--- config.mk ---
export PLATFORM = sky130hd
export DESIGN_NAME = four_lane_run_merge_unit
export DESIGN_NICKNAME = d
export VERILOG_FILES = /design/src/rtl/frm_pkg.sv /design/src/rtl/frm_front.sv /design/src/rtl/frm_back.sv /design/src/rtl/four_lane_run_merge_unit.sv
export SDC_FILE = /design/constraint.sdc
export NUM_CORES = 1
export LEC_CHECK = 0
export BUFFER_PORTS_ARGS = -buffer_cell sky130_fd_sc_hd__buf_2
export CAP_MARGIN = 40
export CELL_PAD_IN_SITES_DETAIL_PLACEMENT = 1
export CELL_PAD_IN_SITES_GLOBAL_PLACEMENT = 1
export CORE_UTILIZATION = 41
export DETAILED_ROUTE_END_ITERATION = 7
export GPL_TIMING_DRIVEN = 0
export PLACE_DENSITY = 0.78
export SLEW_MARGIN = 10
export SYNTH_ARGS = -nofsm -noshare
export SYNTH_HDL_FRONTEND = slang
export SYNTH_HIERARCHICAL = 1
export SYNTH_SLANG_ARGS = --single-unit
export TNS_END_PERCENT = 50
--- constraint.sdc ---
create_clock -name clk -period 12.05 [get_ports clk]
set_input_delay 3.615 -clock clk [delete_from_list [all_inputs] [get_ports clk]]
set_output_delay 3.615 -clock clk [all_outputs]
set_load 0.01 [all_outputs]
--- src/rtl/frm_pkg.sv ---
// Shared types and constants for the four-lane run merge unit.
// No dependencies; imported by every module of the block.
`default_nettype none
package frm_pkg;

	localparam int LANES   = 4;
	localparam int LANE_W  = 2;
	localparam int VALUE_W = 16;
	localparam int CNT_W   = 8;
	localparam int RUN_MAX = 255;
	localparam int CFG_IDX_W = 3;
	localparam int TDATA_W = 24;

	localparam logic KIND_START = 1'b0;
	localparam logic KIND_VALUE = 1'b1;

	localparam logic [CFG_IDX_W-1:0] CFG_OUTPUT_LANE = 3'd0;
	localparam logic [CFG_IDX_W-1:0] CFG_RUN_LEN0    = 3'd1;
	localparam logic [CFG_IDX_W-1:0] CFG_RUN_LEN3    = 3'd4;

	localparam logic [LANE_W-1:0] OUTPUT_LANE_RST = 2'd3;

	typedef struct packed {
		logic               start;
		logic [LANE_W-1:0]  lane;
		logic [VALUE_W-1:0] value;
	} item_t;

	typedef struct packed {
		logic [LANE_W-1:0]             output_lane;
		logic [LANES-1:0][CNT_W-1:0]   run_len;
	} cfg_t;

	typedef struct packed {
		logic [VALUE_W-1:0] merged_value;
		logic [LANE_W-1:0]  source_lane;
		logic               refill_wanted;
		logic               round_done;
	} res_t;

	function automatic logic [CNT_W-1:0] run_limit(input logic [CNT_W-1:0] len);
		return (32'(len) > RUN_MAX) ? CNT_W'(RUN_MAX) : len;
	endfunction

endpackage
`default_nettype wire

--- src/rtl/frm_front.sv ---
// Front end: accepts stream items, tags them as round start or lane value,
// and holds them in a two-entry queue for the back end. Uses frm_pkg.
`default_nettype none
module frm_front (
	input  logic                              clk,
	input  logic                              arst_n,
	input  logic                              s_tvalid,
	output logic                              s_tready,
	input  logic [frm_pkg::TDATA_W-1:0]       s_tdata,
	input  logic [0:0]                        s_tuser,
	output logic                              q_valid,
	input  logic                              q_ready,
	output frm_pkg::item_t                    q_item
);
	import frm_pkg::*;

	item_t      entry_q [2];
	logic       wr_ptr_q;
	logic       rd_ptr_q;
	logic [1:0] count_q;
	logic       push;
	logic       pop;
	item_t      item_in;

	assign s_tready = (count_q != 2'd2);
	assign q_valid  = (count_q != 2'd0);
	assign push     = s_tvalid && s_tready;
	assign pop      = q_valid && q_ready;
	assign q_item   = entry_q[rd_ptr_q];

	always_comb begin
		item_in.start = (s_tuser[0] == KIND_START);
		item_in.lane  = s_tdata[LANE_W-1:0];
		item_in.value = s_tdata[LANE_W +: VALUE_W];
	end

	always_ff @(posedge clk) begin
		if (push) begin
			entry_q[wr_ptr_q] <= item_in;
		end
	end

	always_ff @(posedge clk or negedge arst_n) begin
		if (!arst_n) begin
			wr_ptr_q <= 1'b0;
			rd_ptr_q <= 1'b0;
			count_q  <= 2'd0;
		end else begin
			if (push) wr_ptr_q <= ~wr_ptr_q;
			if (pop) rd_ptr_q <= ~rd_ptr_q;
			if (push && !pop) begin
				count_q <= count_q + 2'd1;
			end else if (pop && !push) begin
				count_q <= count_q - 2'd1;
			end
		end
	end

endmodule
`default_nettype wire

--- src/rtl/frm_back.sv ---
// Back end: lane heads, emission counters and exhaustion flags; picks the
// smallest head each cycle and drives a registered result. Uses frm_pkg.
`default_nettype none
module frm_back (
	input  logic            clk,
	input  logic            arst_n,
	input  frm_pkg::cfg_t   cfg,
	input  logic            q_valid,
	output logic            q_ready,
	input  frm_pkg::item_t  q_item,
	output logic            res_valid,
	input  logic            res_ready,
	output frm_pkg::res_t   res
);
	import frm_pkg::*;

	logic [VALUE_W-1:0]            head_q [LANES];
	logic [LANES-1:0]              full_q;
	logic [LANES-1:0]              exh_q;
	logic [LANES-1:0][CNT_W-1:0]   cnt_q;
	logic                          busy_q;
	logic                          res_valid_q;
	res_t                          res_q;

	logic                 can_out;
	logic                 take;
	logic                 eval;
	logic                 emit;
	logic [LANES-1:0]     is_out;
	logic [LANES-1:0]     active;
	logic                 wr;
	logic [LANES-1:0]     wr_mask;
	logic [LANES-1:0]     full_e;
	logic [VALUE_W-1:0]   head_e [LANES];
	logic                 any;
	logic                 ready;
	logic                 found;
	logic [LANE_W-1:0]    best;
	logic [VALUE_W-1:0]   best_v;
	logic [LANES-1:0]     best_mask;
	logic [CNT_W-1:0]     limit;
	logic [CNT_W:0]       cnt_inc;
	logic                 exhaust;
	logic                 done;

	assign can_out = !res_valid_q || res_ready;
	assign take    = !busy_q && q_valid && can_out;
	assign q_ready = take;
	assign eval    = (take && !q_item.start) || (busy_q && can_out);

	always_comb begin
		for (int i = 0; i < LANES; i++) begin
			is_out[i] = (cfg.output_lane == LANE_W'(i));
		end
		active  = ~exh_q & ~is_out;
		wr      = take && !q_item.start && active[q_item.lane] && !full_q[q_item.lane];
		wr_mask = wr ? (LANES'(1) << q_item.lane) : '0;
		full_e  = full_q | wr_mask;
		for (int i = 0; i < LANES; i++) begin
			head_e[i] = wr_mask[i] ? q_item.value : head_q[i];
		end
		any   = |active;
		ready = ((active & ~full_e) == '0);

		found  = 1'b0;
		best   = '0;
		best_v = '0;
		for (int i = 0; i < LANES; i++) begin
			if (active[i] && (!found || head_e[i] < best_v)) begin
				best   = LANE_W'(i);
				best_v = head_e[i];
				found  = 1'b1;
			end
		end
		best_mask = LANES'(1) << best;

		limit   = run_limit(cfg.run_len[best]);
		cnt_inc = {1'b0, cnt_q[best]} + (CNT_W+1)'(1);
		exhaust = (cnt_inc >= {1'b0, limit});
		done    = ((active & ~(exhaust ? best_mask : '0)) == '0);
		emit    = eval && any && ready;
	end

	always_ff @(posedge clk) begin
		if (wr) begin
			head_q[q_item.lane] <= q_item.value;
		end
		if (can_out && emit) begin
			res_q.merged_value <= best_v;
			res_q.source_lane  <= best;
			res_q.refill_wanted <= !exhaust;
			res_q.round_done   <= done;
		end
	end

	always_ff @(posedge clk or negedge arst_n) begin
		if (!arst_n) begin
			full_q      <= '0;
			exh_q       <= '0;
			cnt_q       <= '0;
			busy_q      <= 1'b0;
			res_valid_q <= 1'b0;
		end else begin
			if (take && q_item.start) begin
				full_q <= '0;
				cnt_q  <= '0;
				busy_q <= 1'b0;
				for (int i = 0; i < LANES; i++) begin
					exh_q[i] <= is_out[i] || (run_limit(cfg.run_len[i]) == '0);
				end
			end else begin
				full_q <= full_e & ~(emit ? best_mask : '0);
				if (emit) begin
					cnt_q[best] <= cnt_inc[CNT_W-1:0];
					if (exhaust) exh_q[best] <= 1'b1;
				end
				if (eval) busy_q <= emit && exhaust;
			end
			if (can_out) res_valid_q <= emit;
		end
	end

	assign res_valid = res_valid_q;
	assign res       = res_q;

endmodule
`default_nettype wire

--- src/rtl/four_lane_run_merge_unit.sv ---
// Four-lane run merge unit: merges sorted runs from three lanes into one stream.
// Throughput: one item per cycle unless the back end is busy or the output stalls; a value
// that releases results holds the back end until they are out, as the merge engine
// emits one result a cycle and rechecks the heads once after every exhaustion.
// Reset (arst_n low): config to defaults, queue, flags and counters cleared.
// Instantiates frm_front and frm_back; uses frm_pkg.
`default_nettype none
module four_lane_run_merge_unit (
	input  logic                               clk,
	input  logic                               arst_n,
	input  logic                               cfg_wr_en,
	input  logic [frm_pkg::CFG_IDX_W-1:0]      cfg_idx,
	input  logic [frm_pkg::CNT_W-1:0]          cfg_wdata,
	input  logic                               s_tvalid,
	output logic                               s_tready,
	input  logic [frm_pkg::TDATA_W-1:0]        s_tdata,  // lane, value, zero pad
	input  logic [0:0]                         s_tuser,  // kind
	output logic                               m_tvalid,
	input  logic                               m_tready,
	output logic [frm_pkg::TDATA_W-1:0]        m_tdata,  // merged_value, source_lane, pad
	output logic [0:0]                         m_tuser,  // refill_wanted
	output logic                               m_tlast   // round_done
);
	import frm_pkg::*;

	cfg_t  cfg_q;
	logic  q_valid;
	logic  q_ready;
	item_t q_item;
	res_t  res;

	always_ff @(posedge clk or negedge arst_n) begin
		if (!arst_n) begin
			cfg_q.output_lane <= OUTPUT_LANE_RST;
			cfg_q.run_len     <= '0;
		end else if (cfg_wr_en) begin
			if (cfg_idx == CFG_OUTPUT_LANE) begin
				cfg_q.output_lane <= cfg_wdata[LANE_W-1:0];
			end else if (cfg_idx inside {[CFG_RUN_LEN0:CFG_RUN_LEN3]}) begin
				cfg_q.run_len[LANE_W'(cfg_idx - CFG_RUN_LEN0)] <= cfg_wdata;
			end
		end
	end

	frm_front u_front (
		.clk      (clk),
		.arst_n   (arst_n),
		.s_tvalid (s_tvalid),
		.s_tready (s_tready),
		.s_tdata  (s_tdata),
		.s_tuser  (s_tuser),
		.q_valid  (q_valid),
		.q_ready  (q_ready),
		.q_item   (q_item)
	);

	frm_back u_back (
		.clk       (clk),
		.arst_n    (arst_n),
		.cfg       (cfg_q),
		.q_valid   (q_valid),
		.q_ready   (q_ready),
		.q_item    (q_item),
		.res_valid (m_tvalid),
		.res_ready (m_tready),
		.res       (res)
	);

	assign m_tdata    = {(TDATA_W-VALUE_W-LANE_W)'(0), res.source_lane, res.merged_value};
	assign m_tuser[0] = res.refill_wanted;
	assign m_tlast    = res.round_done;

endmodule
`default_nettype wire

==> Word level (Yosys, flattened, before mapping) <==
Memories as Yosys holds them, arrays and structs flattened.
Index checks and enable logic that the tools add are counted.
{ "totals": {"reg_bits": 100, "elab_cells": 162, "mem_count": 2, "in_bits": 41, "mem_bits_rw": 102, "out_inout_bits": 28} }
{ "op_classes": {"bitwise_logic": 15, "n_shift": 2, "n_eq_ne": 4, "muxes": 47, "n_reduce_logical": 57, "order_cmp": 11, "add_sub_neg": 4} }
{ "memory_table": {"columns": ["name", "words", "width", "rd", "rd_clocked_by_memory_dff", "write_ports", "line_no", "text"], "rows": [
  ["u_back.head_q", 4, 16, 4, 0, 1, "frm_back.sv:17", "logic [VALUE_W-1:0] head_q [LANES];"],
  ["u_front.entry_q", 2, 19, 1, 0, 1, "frm_front.sv:17", "item_t entry_q [2];"]
]} }
{ "op_table": {"columns": ["cell", "count"], "rows": [
  ["$mux W16", 8],
  ["$bwmux W32", 2],
  ["$mux W32", 2],
  ["$lt A16 B16 Y1", 3],
  ["$bmux W8 S2", 2],
  ["$demux W8 S2", 2],
  ["$logic_not A8 Y1", 4],
  ["$mux W8", 4],
  ["$mux W4", 7],
  ["$logic_and A1 B1 Y1", 21],
  ["$not A4 Y4", 5],
  ["$and A4 B4 Y4", 4],
  ["$mux W1", 13],
  ["$logic_not A1 Y1", 10],
  ["$reduce_bool A2 Y1", 5],
  ["$add A8 B1 Y9 const B", 1],
  ["$ge A9 B8 Y1", 1],
  ["$logic_or A1 B1 Y1", 9],
  ["$lt A2 B3 Y1 const B", 3],
  ["$logic_not A4 Y1", 2],
  ["$mux W2", 4],
  ["$or A4 B4 Y4", 2],
  ["$shl A1 B2 Y4 const A", 2],
  ["$bmux W1 S2", 2],
  ["other kinds (15)", 22]
]} }

==> Depth between registers and ports, before layout <==
Gate-level depths: netlist of run 1.
{ "depth": {"word_depth": 30, "ltp_mapped": 57, "mapped_depth_nobuf": 48} }

==> Cells and area by module <==
Netlist of run 1, hierarchy kept.
{ "modules_own_cells": {"columns": ["mod", "instances", "cells_each", "area_per_inst_um2"], "rows": [
  ["frm_back", 1, 881, 8237.9],
  ["frm_front", 1, 78, 1592.8],
  ["four_lane_run_merge_unit", 1, 83, 1420.1]
]} }

==> Worst setup path before layout of run 1 <==
No wires, ideal clock.
{ "synth_path": {"path_type": "input port to flip-flop", "from": "in m_tready", "to": "reg u_back.res_q, in the netlist u_back/res[0], data pin", "required_ns": 11.768, "n_path_buf": 8, "arrival_time_ns": 14.224, "path_stages": 52, "path_slack_ns": -2.456, "cell_sequence": "nor2b_4 -> nor4_2 -> nand3b_1 -> clkinv_1 -> clkbuf_1 -> nand2_1 -> a21o_1 -> ha_1 -> a211oi_1 -> o21bai_1 -> a2111o_1 -> o41a_1 -> buf_2 -> buf_1 -> nand2_1 -> o21ai_0 -> ha_1 -> nand4_1 -> [16 not listed] -> nor2_4 -> clkbuf_1 -> clkbuf_1 -> nand2_1 -> nand2_1 -> ha_1 -> o31a_1 -> and2_2 -> xor2_1 -> inv_1 -> ha_1 -> nor2b_1 -> o21ai_0 -> nand2b_1 -> a21o_1 -> a21o_1 -> a31oi_4 -> a221oi_1"} }
{ "synth_via": {"elab_chain_cells": 28} }
{ "synth_lines": {"columns": ["element", "line_no", "text"], "rows": [
  ["start, declared", "four_lane_run_merge_unit.sv:19", "input logic m_tready,"],
  ["$logic_or A1 B1 Y1 *", "frm_back.sv:46", "assign can_out = !res_valid_q || res_ready;"],
  ["$logic_and A1 B1 Y1 *", "frm_back.sv:47", "assign take = !busy_q && q_valid && can_out;"],
  ["$logic_and A1 B1 Y1 * (3 in series)", "frm_back.sv:56", "wr = take && !q_item.start && active[q_item.lane] && !full_q[q_item.lane];"],
  ["$mux W4 *", "frm_back.sv:57", "wr_mask = wr ? (LANES'(1) << q_item.lane) : '0;"],
  ["$mux W16", "frm_back.sv:60", "head_e[i] = wr_mask[i] ? q_item.value : head_q[i];"],
  ["$mux W16", "frm_back.sv:69", "if (active[i] && (!found || head_e[i] < best_v)) begin"],
  ["$lt A16 B16 Y1", "frm_back.sv:69", null],
  ["$logic_or A1 B1 Y1", "frm_back.sv:69", null],
  ["[11 not listed]", null, null],
  ["$mux W8 (implied by the code)", "frm_back.sv:78", "cnt_inc = {1'b0, cnt_q[best]} + (CNT_W+1)'(1);"],
  ["$add A8 B1 Y9", "frm_back.sv:78", null],
  ["$ge A9 B8 Y1", "frm_back.sv:79", "exhaust = (cnt_inc >= {1'b0, limit});"],
  ["$mux W4 *", "frm_back.sv:80", "done = ((active & ~(exhaust ? best_mask : '0)) == '0);"],
  ["$not A4 Y4 *", "frm_back.sv:80", null],
  ["$and A4 B4 Y4 *", "frm_back.sv:80", null],
  ["$logic_not A4 Y1 *", "frm_back.sv:80", null],
  ["net u_back.done", "frm_back.sv:44", "logic done;"],
  ["end, declared", "frm_back.sv:23", "res_t res_q;"]
]} }
Mark *: on every way through the listed nets, which the timed path passes. The rest lies on a longest branch. The select of a mux whose other input is x is not followed.
A chain may end at the register's enable or synchronous reset.

==> Worst setup path after layout of run 1 <==
{ "layout_path": {"from": "in m_tready", "to": "reg u_back.exh_q[1]"} }
{ "layout_via": {"elab_chain_cells": 28} }
{ "layout_lines": {"columns": ["element", "line_no", "text"], "rows": [
  ["$logic_or A1 B1 Y1 *", "frm_back.sv:46", null],
  ["parallel branches: the longest is 27 deep, another holds $lt A16 B16 Y1", null, null],
  ["end signal, assigned by index", "frm_back.sv:109", "exh_q[i] <= is_out[i] || (run_limit(cfg.run_len[i]) == '0);"],
  ["end, declared", "frm_back.sv:19", "logic [LANES-1:0] exh_q;"]
]} }
Every way passes the cells marked *. The select of a mux whose other input is x is not followed.

==> results.json, run 1 <==
{
  "grt_pass1_vias": 9800,
  "drv_cap": 0,
  "synth_edf_count": 122,
  "crit_type": "input port to register",
  "hold_path.class": "register to register",
  "fin_crit_ps": 12590,
  "drt_iter0_markers": 695,
  "cts-root-buf": "clkbuf_16",
  "dieHeight_um": 167.7,
  "fp-row-count": 60,
  "drive_gt1_share_pct": 34.31,
  "ctsLongestPathBuffers": 3,
  "grt_pass1_wl_mm": 56.26,
  "fin_crit_sh_pct": 104.5,
  "synth.avg_cell_area_um2": 10.80,
  "cts_max_level": 1,
  "instances_no_fill": 1571,
  "clock_latency_ps": 530,
  "die_w_um": 167.7,
  "final_nets": 1308,
  "design.die.area_mm2": 0.02811,
  "syn_area_mm2": 0.01125,
  "critPathCaptureType": "register",
  "cts_buffers": 24,
  "finalSetupViolations": 7,
  "cpMaxStageDelayCell": "a2111o_1",
  "synth_flop_cell": "edfxtp_1",
  "path_max_fanout": 13,
  "area_growth_syn_to_layout_pct": 30.03,
  "cpMostUsedCell": "ha_4",
  "grt_use_total_pct": 25.80,
  "io_pins": 69,
  "hold_buffers": 0,
  "synthDistinctLibCells": 88,
  "totalWireLength_mm": 37.21,
  "ys.warnings.count": 6,
  "cts_tree": "yes",
  "clk_pin_slew_ps": 60,
  "maxSlewHeadroom_pct": 40.03,
  "first_pass_iters": 5,
  "initial_core_util_pct": 41.75,
  "tightest_slew_ps": 899.5,
  "max_freq_mhz": 79.40,
  "crit_required_ps": 12430,
  "drc": 0,
  "hpwl_mm": 23.24,
  "rsz0062_at_grt": "yes",
  "overflow": 0,
  "antenna_found_initial": 0,
  "crit_path_start_kind": "input port",
  "report.final.slew_viol_count": 0,
  "yosysSeqAreaShare_pct": 50.38,
  "status": "finished with violations",
  "gp_congestion": 0.8924,
  "worst_clock_skew_ps": 15.39,
  "ant_nets": 0,
  "cpPeakStageDelay_ps": 410,
  "grt_max_degree": 64,
  "antenna_cells": 0,
  "synth_seq_cells": 202,
  "viasPerCell": 5.874,
  "clock-sinks": 202,
  "setup_ws_ps": -544.7,
  "dp.cells": 1451,
  "cp.arrival_ps": 12970,
  "violations": "negative setup slack",
  "vias": 9228,
  "synthArstFlopShare_pct": 39.60,
  "wire_per_inst_um": 23.69,
  "portBuffers": 56,
  "core_mm2": 0.02695,
  "hold_viol_final": 0,
  "synthCells": 1042
}
## Yosys cell counts, drive strengths merged, types with 6 or more instances
library cell	count	area share, %
nand2	222	7.5
edfxtp	122	33
o21ai	80	3.6
dfrtp	78	17
mux2	78	8.1
ha	55	6.1
nor2	46	1.6
nand3	39	1.7
a21oi	38	1.7
buf	30	2.0
a21o	27	1.8
mux2i	26	2.4
clkbuf	22	0.73
inv	17	0.57
nand4	13	0.72
a211oi	11	0.73
nor4	10	0.61
a31oi	9	0.63
nor2b	7	0.46
nor3	7	0.31
nand2b	6	0.47
## repair_timing
| action | 4_1_cts | 5_1_grt |
|---|---|---|
| gates cloned | 8 | 0 |
| endpoints found under the setup margin | 60 | 7 |
| pin swaps | 54 | 46 |
| buffers inserted | 45 | 25 |
| resized for setup | 141 | 44 |
## state kept, by name, indices dropped and copies added, names as in the netlist, 2 cells and up
signal           flops
u_back/head_q       64
u_front/entry_q     38
cfg_q               34
u_back/cnt_q        32
u_back/res          20
u_back/exh_q         4
u_back/full_q        4
u_front/count_q      2
## logic make-up (layout without fill, tap and decap cells)
logic type               count (synthesis)  after routing  synth area share [%]
multiplexers                           104            104                 10.50
flip-flops                             202            202                 50.38
other                                    1              6               0.03333
adder cells (fa/ha/maj)                 56             56                 6.206
AO/OA/AOI/OAI                          215            215                 12.67
buffers and inverters                   71            254                 3.325
AND/OR/NAND/NOR                        383            383                 16.11
XOR/XNOR                                10             10                0.7784
## layout by cell type (no fill, tap or decap), drive strengths merged, types with 4 or more instances in the layout
cell	n
nand2	222
buf	165
edfxtp	122
o21ai	80
dfrtp	78
mux2	78
clkbuf	57
ha	55
nor2	46
nand3	39
a21oi	38
a21o	27
mux2i	26
inv	17
nand4	13
a211oi	11
clkinv	11
nor4	10
a31oi	9
nor3	7
nor2b	7
conb	6
nand2b	6
and3	5
o211ai	5
o31ai	5
xor2	5
xnor2	5
bufinv	4
or3	4
a211o	4
o221ai	4
and2	4
or2	4
## cell type report
cell class	count	area, um^2
Tap cell	341	426.7
Fill cell	2762	12320
Inverter	19	86.33
Timing Repair Buffer	141	1097
Sequential cell	202	5668
Clock inverter	13	162.7
Buffer	50	563.0
Clock buffer	31	678.2
Multi-Input combinational cell	774	5947
## stage by stage
step                setup slack (ps)  cell area, um^2  hold WS [ps]  util (%)  setup TNS [ps]
global placement               -2998            12160         478.4     45.12          -61710
global route                  -882.0            14630         548.0     54.28           -5957
detailed placement             -3290            12270         490.1     45.53          -79910
finish                        -544.7            14630         506.0     54.28           -3590
CTS                           -319.2            14220         504.1     52.75           -2010
floorplan                     -597.3            11450         460.8         -           -3537
## worst paths after layout
path	slack, ps	to	cells after the start	from
setup reg to reg	1490	u_back/exh_q[1]$_DFFE_PN0P_	50	u_front/rd_ptr_q$_DFFE_PN0P_
hold reg to reg	510	u_back/cnt_q[23]$_DFFE_PN0P_	2	u_back/cnt_q[23]$_DFFE_PN0P_
min in group asynchronous	2970	u_back/cnt_q[27]$_DFFE_PN0P_	1	arst_n
max in group asynchronous	8420	cfg_q[32]$_DFFE_PN1P_	2	arst_n
setup / recovery	-540	u_back/exh_q[1]$_DFFE_PN0P_	52	m_tready
hold / removal	510	u_back/cnt_q[23]$_DFFE_PN0P_	2	u_back/cnt_q[23]$_DFFE_PN0P_
## worst max-delay path, delay by kind of cell
kind | cells | cell delay (ps)
fa+ha+maj | 5 | 1190
compound gates | 15 | 3410
buf+inv | 14 | 1950
xor+xnor | 1 | 210
simple gates | 17 | 2550
## layer usage
layer | up-vias | share of wire [%] | track usage [%] | wire length (um)
met1 | 4617 | 42 | 32.68 | 15550
met4 | 0 | 4.4 | 11.73 | 1628
met3 | 116 | 6.0 | 5.412 | 2230
met2 | 334 | 48 | 42.37 | 17800
li1 | 4161 | - | - | -
met5 | - | 0 | 0 | 0
Power of run 1 is left out: the tool's default activity adds up to more than one toggle a clock period on the data nets, which glitch-free logic cannot reach.
==> run 2, diff against run 1 <==
Clock period 12.05 ns to 10.9 ns, I/O delays scaled along.
==> results.json, run 2 (same netlist as run 1, synthesis figures left out) <==
{
  "grt_pass1_wl_mm": 56.90,
  "setup_ws_ps": -1491,
  "final_cell_mix": "198 x nand2_1, 122 x edfxtp_1, 108 x buf_4",
  "wl_met3_mm": 2.097,
  "drt_iter0_markers": 642,
  "ant_nets": 0,
  "fin_crit_sh_pct": 113.7,
  "cpPeakStageDelay_ps": 470,
  "vias": 9568,
  "gp_congestion": 0.8948,
  "reg_top3": "u_back/head_q: 64 flops, u_front/entry_q: 38 flops, cfg_q: 34 flops",
  "violations": "negative setup slack",
  "instances_no_fill": 1598,
  "rsz0062_at_grt": "yes",
  "clock-sinks": 202,
  "hold_start": "u_back/cnt_q[15]$_DFFE_PN0P_",
  "antenna_cells": 0,
  "wire_per_inst_um": 23.97,
  "portBuffers": 56,
  "whs_ps": 510.2,
  "dieHeight_um": 167.7,
  "crit_required_ps": 11280,
  "io_pins": 69,
  "report.final.slew_viol_count": 0,
  "totalWireLength_mm": 38.30,
  "nFillCells": 2821,
  "crit_type": "input port to register",
  "first_pass_iters": 5,
  "critPathCaptureType": "register",
  "cts_buffers": 24,
  "highest_layer": "met4",
  "die_w_um": 167.7,
  "hold_viol_final": 0,
  "max_freq_mhz": 80.70,
  "cpMaxStageDelayCell": "a2111o_1",
  "wl_met1_mm": 15.97,
  "final_common_cell": "nand2_1",
  "clock_latency_ps": 540,
  "largest_reg_flops": 64,
  "cts_tree": "yes",
  "r2r_start": "cfg_q[33]$_DFFE_PN1P_",
  "fin_setup_tns_ps": -12510,
  "dp.cells": 1451,
  "initial_core_util_pct": 41.75,
  "maxSlewHeadroom_pct": 40.46,
  "finalSetupViolations": 15,
  "drive_gt1_share_pct": 35.72,
  "path_max_fanout": 8,
  "cts_max_level": 1,
  "worst_clock_skew_ps": 18.74,
  "crit_path_start_kind": "input port",
  "area_growth_syn_to_layout_pct": 30.49,
  "cts-root-buf": "clkbuf_16",
  "design.die.area_mm2": 0.02811,
  "antenna_found_initial": 0,
  "grt_pass1_vias": 9958,
  "cp.arrival_ps": 12770,
  "overflow": 0,
  "fin_crit_ps": 12390,
  "clk_pin_slew_ps": 60,
  "cp-startpoint": "m_tready",
  "grt_max_degree": 57,
  "dp_worst_setup_slack_ps": -4146,
  "status": "finished with violations",
  "final_nets": 1337,
  "core_mm2": 0.02695,
  "drc": 0,
  "ctsLongestPathBuffers": 3,
  "viasPerCell": 5.987,
  "top_register": "u_back/head_q",
  "cpMostUsedCell": "a21o_1",
  "wl_met2_mm": 18.52,
  "hold_path.class": "register to register",
  "drv_cap": 0,
  "hpwl_mm": 23.20,
  "critical_path.top_delay_family": "compound AO/OA/AOI/OAI gates",
  "fp-row-count": 60,
  "grt_use_total_pct": 26.03,
  "worst-path-buf-inv": 13,
  "hold_buffers": 0,
  "tightest_slew_ps": 892.1
}
==> run 2: cell count changes in the layout (fill, tap and decap cells not counted), moves of 3 or more <==
cell	change
buf_4	+34
bufinv_16	-3
clkbuf_8	-5
nand2_1	-3
nand2_2	+4
o21ai_1	+3
==> run 2: routing by layer <==
metal | track usage (%) | vias up
met3 | 3.853 | 125
met4 | 9.852 | 0
met5 | 0 | -
li1 | - | 4223
met2 | 43.28 | 370
met1 | 34.33 | 4850
==> run 2: what timing repair did <==
item                                    4_1_cts  5_1_grt
setup buffers                                79       28
endpoints found under the setup margin       61       56
pin swaps                                    55       49
cloned                                        4        2
resized for setup                           126       60
==> run 2: final timing paths <==
kind | end | slack [ps] | cells past startpoint
min in group asynchronous | u_back/cnt_q[30]$_DFFE_PN0P_ | 2670 | 1
setup / recovery | u_back/exh_q[1]$_DFFE_PN0P_ | -1490 | 54
hold reg to reg | u_back/cnt_q[15]$_DFFE_PN0P_ | 510 | 2
setup reg to reg | u_back/exh_q[1]$_DFFE_PN0P_ | 90 | 55
hold / removal | u_back/cnt_q[15]$_DFFE_PN0P_ | 510 | 2
max in group asynchronous | cfg_q[33]$_DFFE_PN1P_ | 7560 | 2
==> run 2: metrics by stage <==
step	util (%)	area (um^2)
after floorplan	-	11460
after global placement	45.15	12170
after detailed placement	45.57	12280
after CTS	52.63	14180
after global routing	54.48	14680
final	54.48	14680
==> run 2: layout make-up <==
class | instances | area [um^2] | share of cell area [%]
Timing Repair Buffer | 170 | 1270 | 8.650
Clock buffer | 31 | 646.9 | 4.406
Multi-Input combinational cell | 774 | 5944 | 40.49
Inverter | 19 | 86.33 | 0.5880
Buffer | 50 | 550.5 | 3.750
Tap cell | 341 | 426.7 | 2.906
Sequential cell | 202 | 5668 | 38.61
Clock inverter | 11 | 88.84 | 0.6051
==> run 2: worst reg2reg max path: cells and delay by family (launching register included) <==
| family | cells | cell delay [ps] |
|---|---|---|
| buffers and inverters | 13 | 2170 |
| adders and majority gates | 5 | 1170 |
| xor gates and xnor gates | 1 | 210 |
| and+or+nand+nor | 13 | 1960 |
| DFF | 1 | 610 |
| AOI/OAI and AO/OA | 23 | 4550 |
Power of run 2 is left out for the same reason.
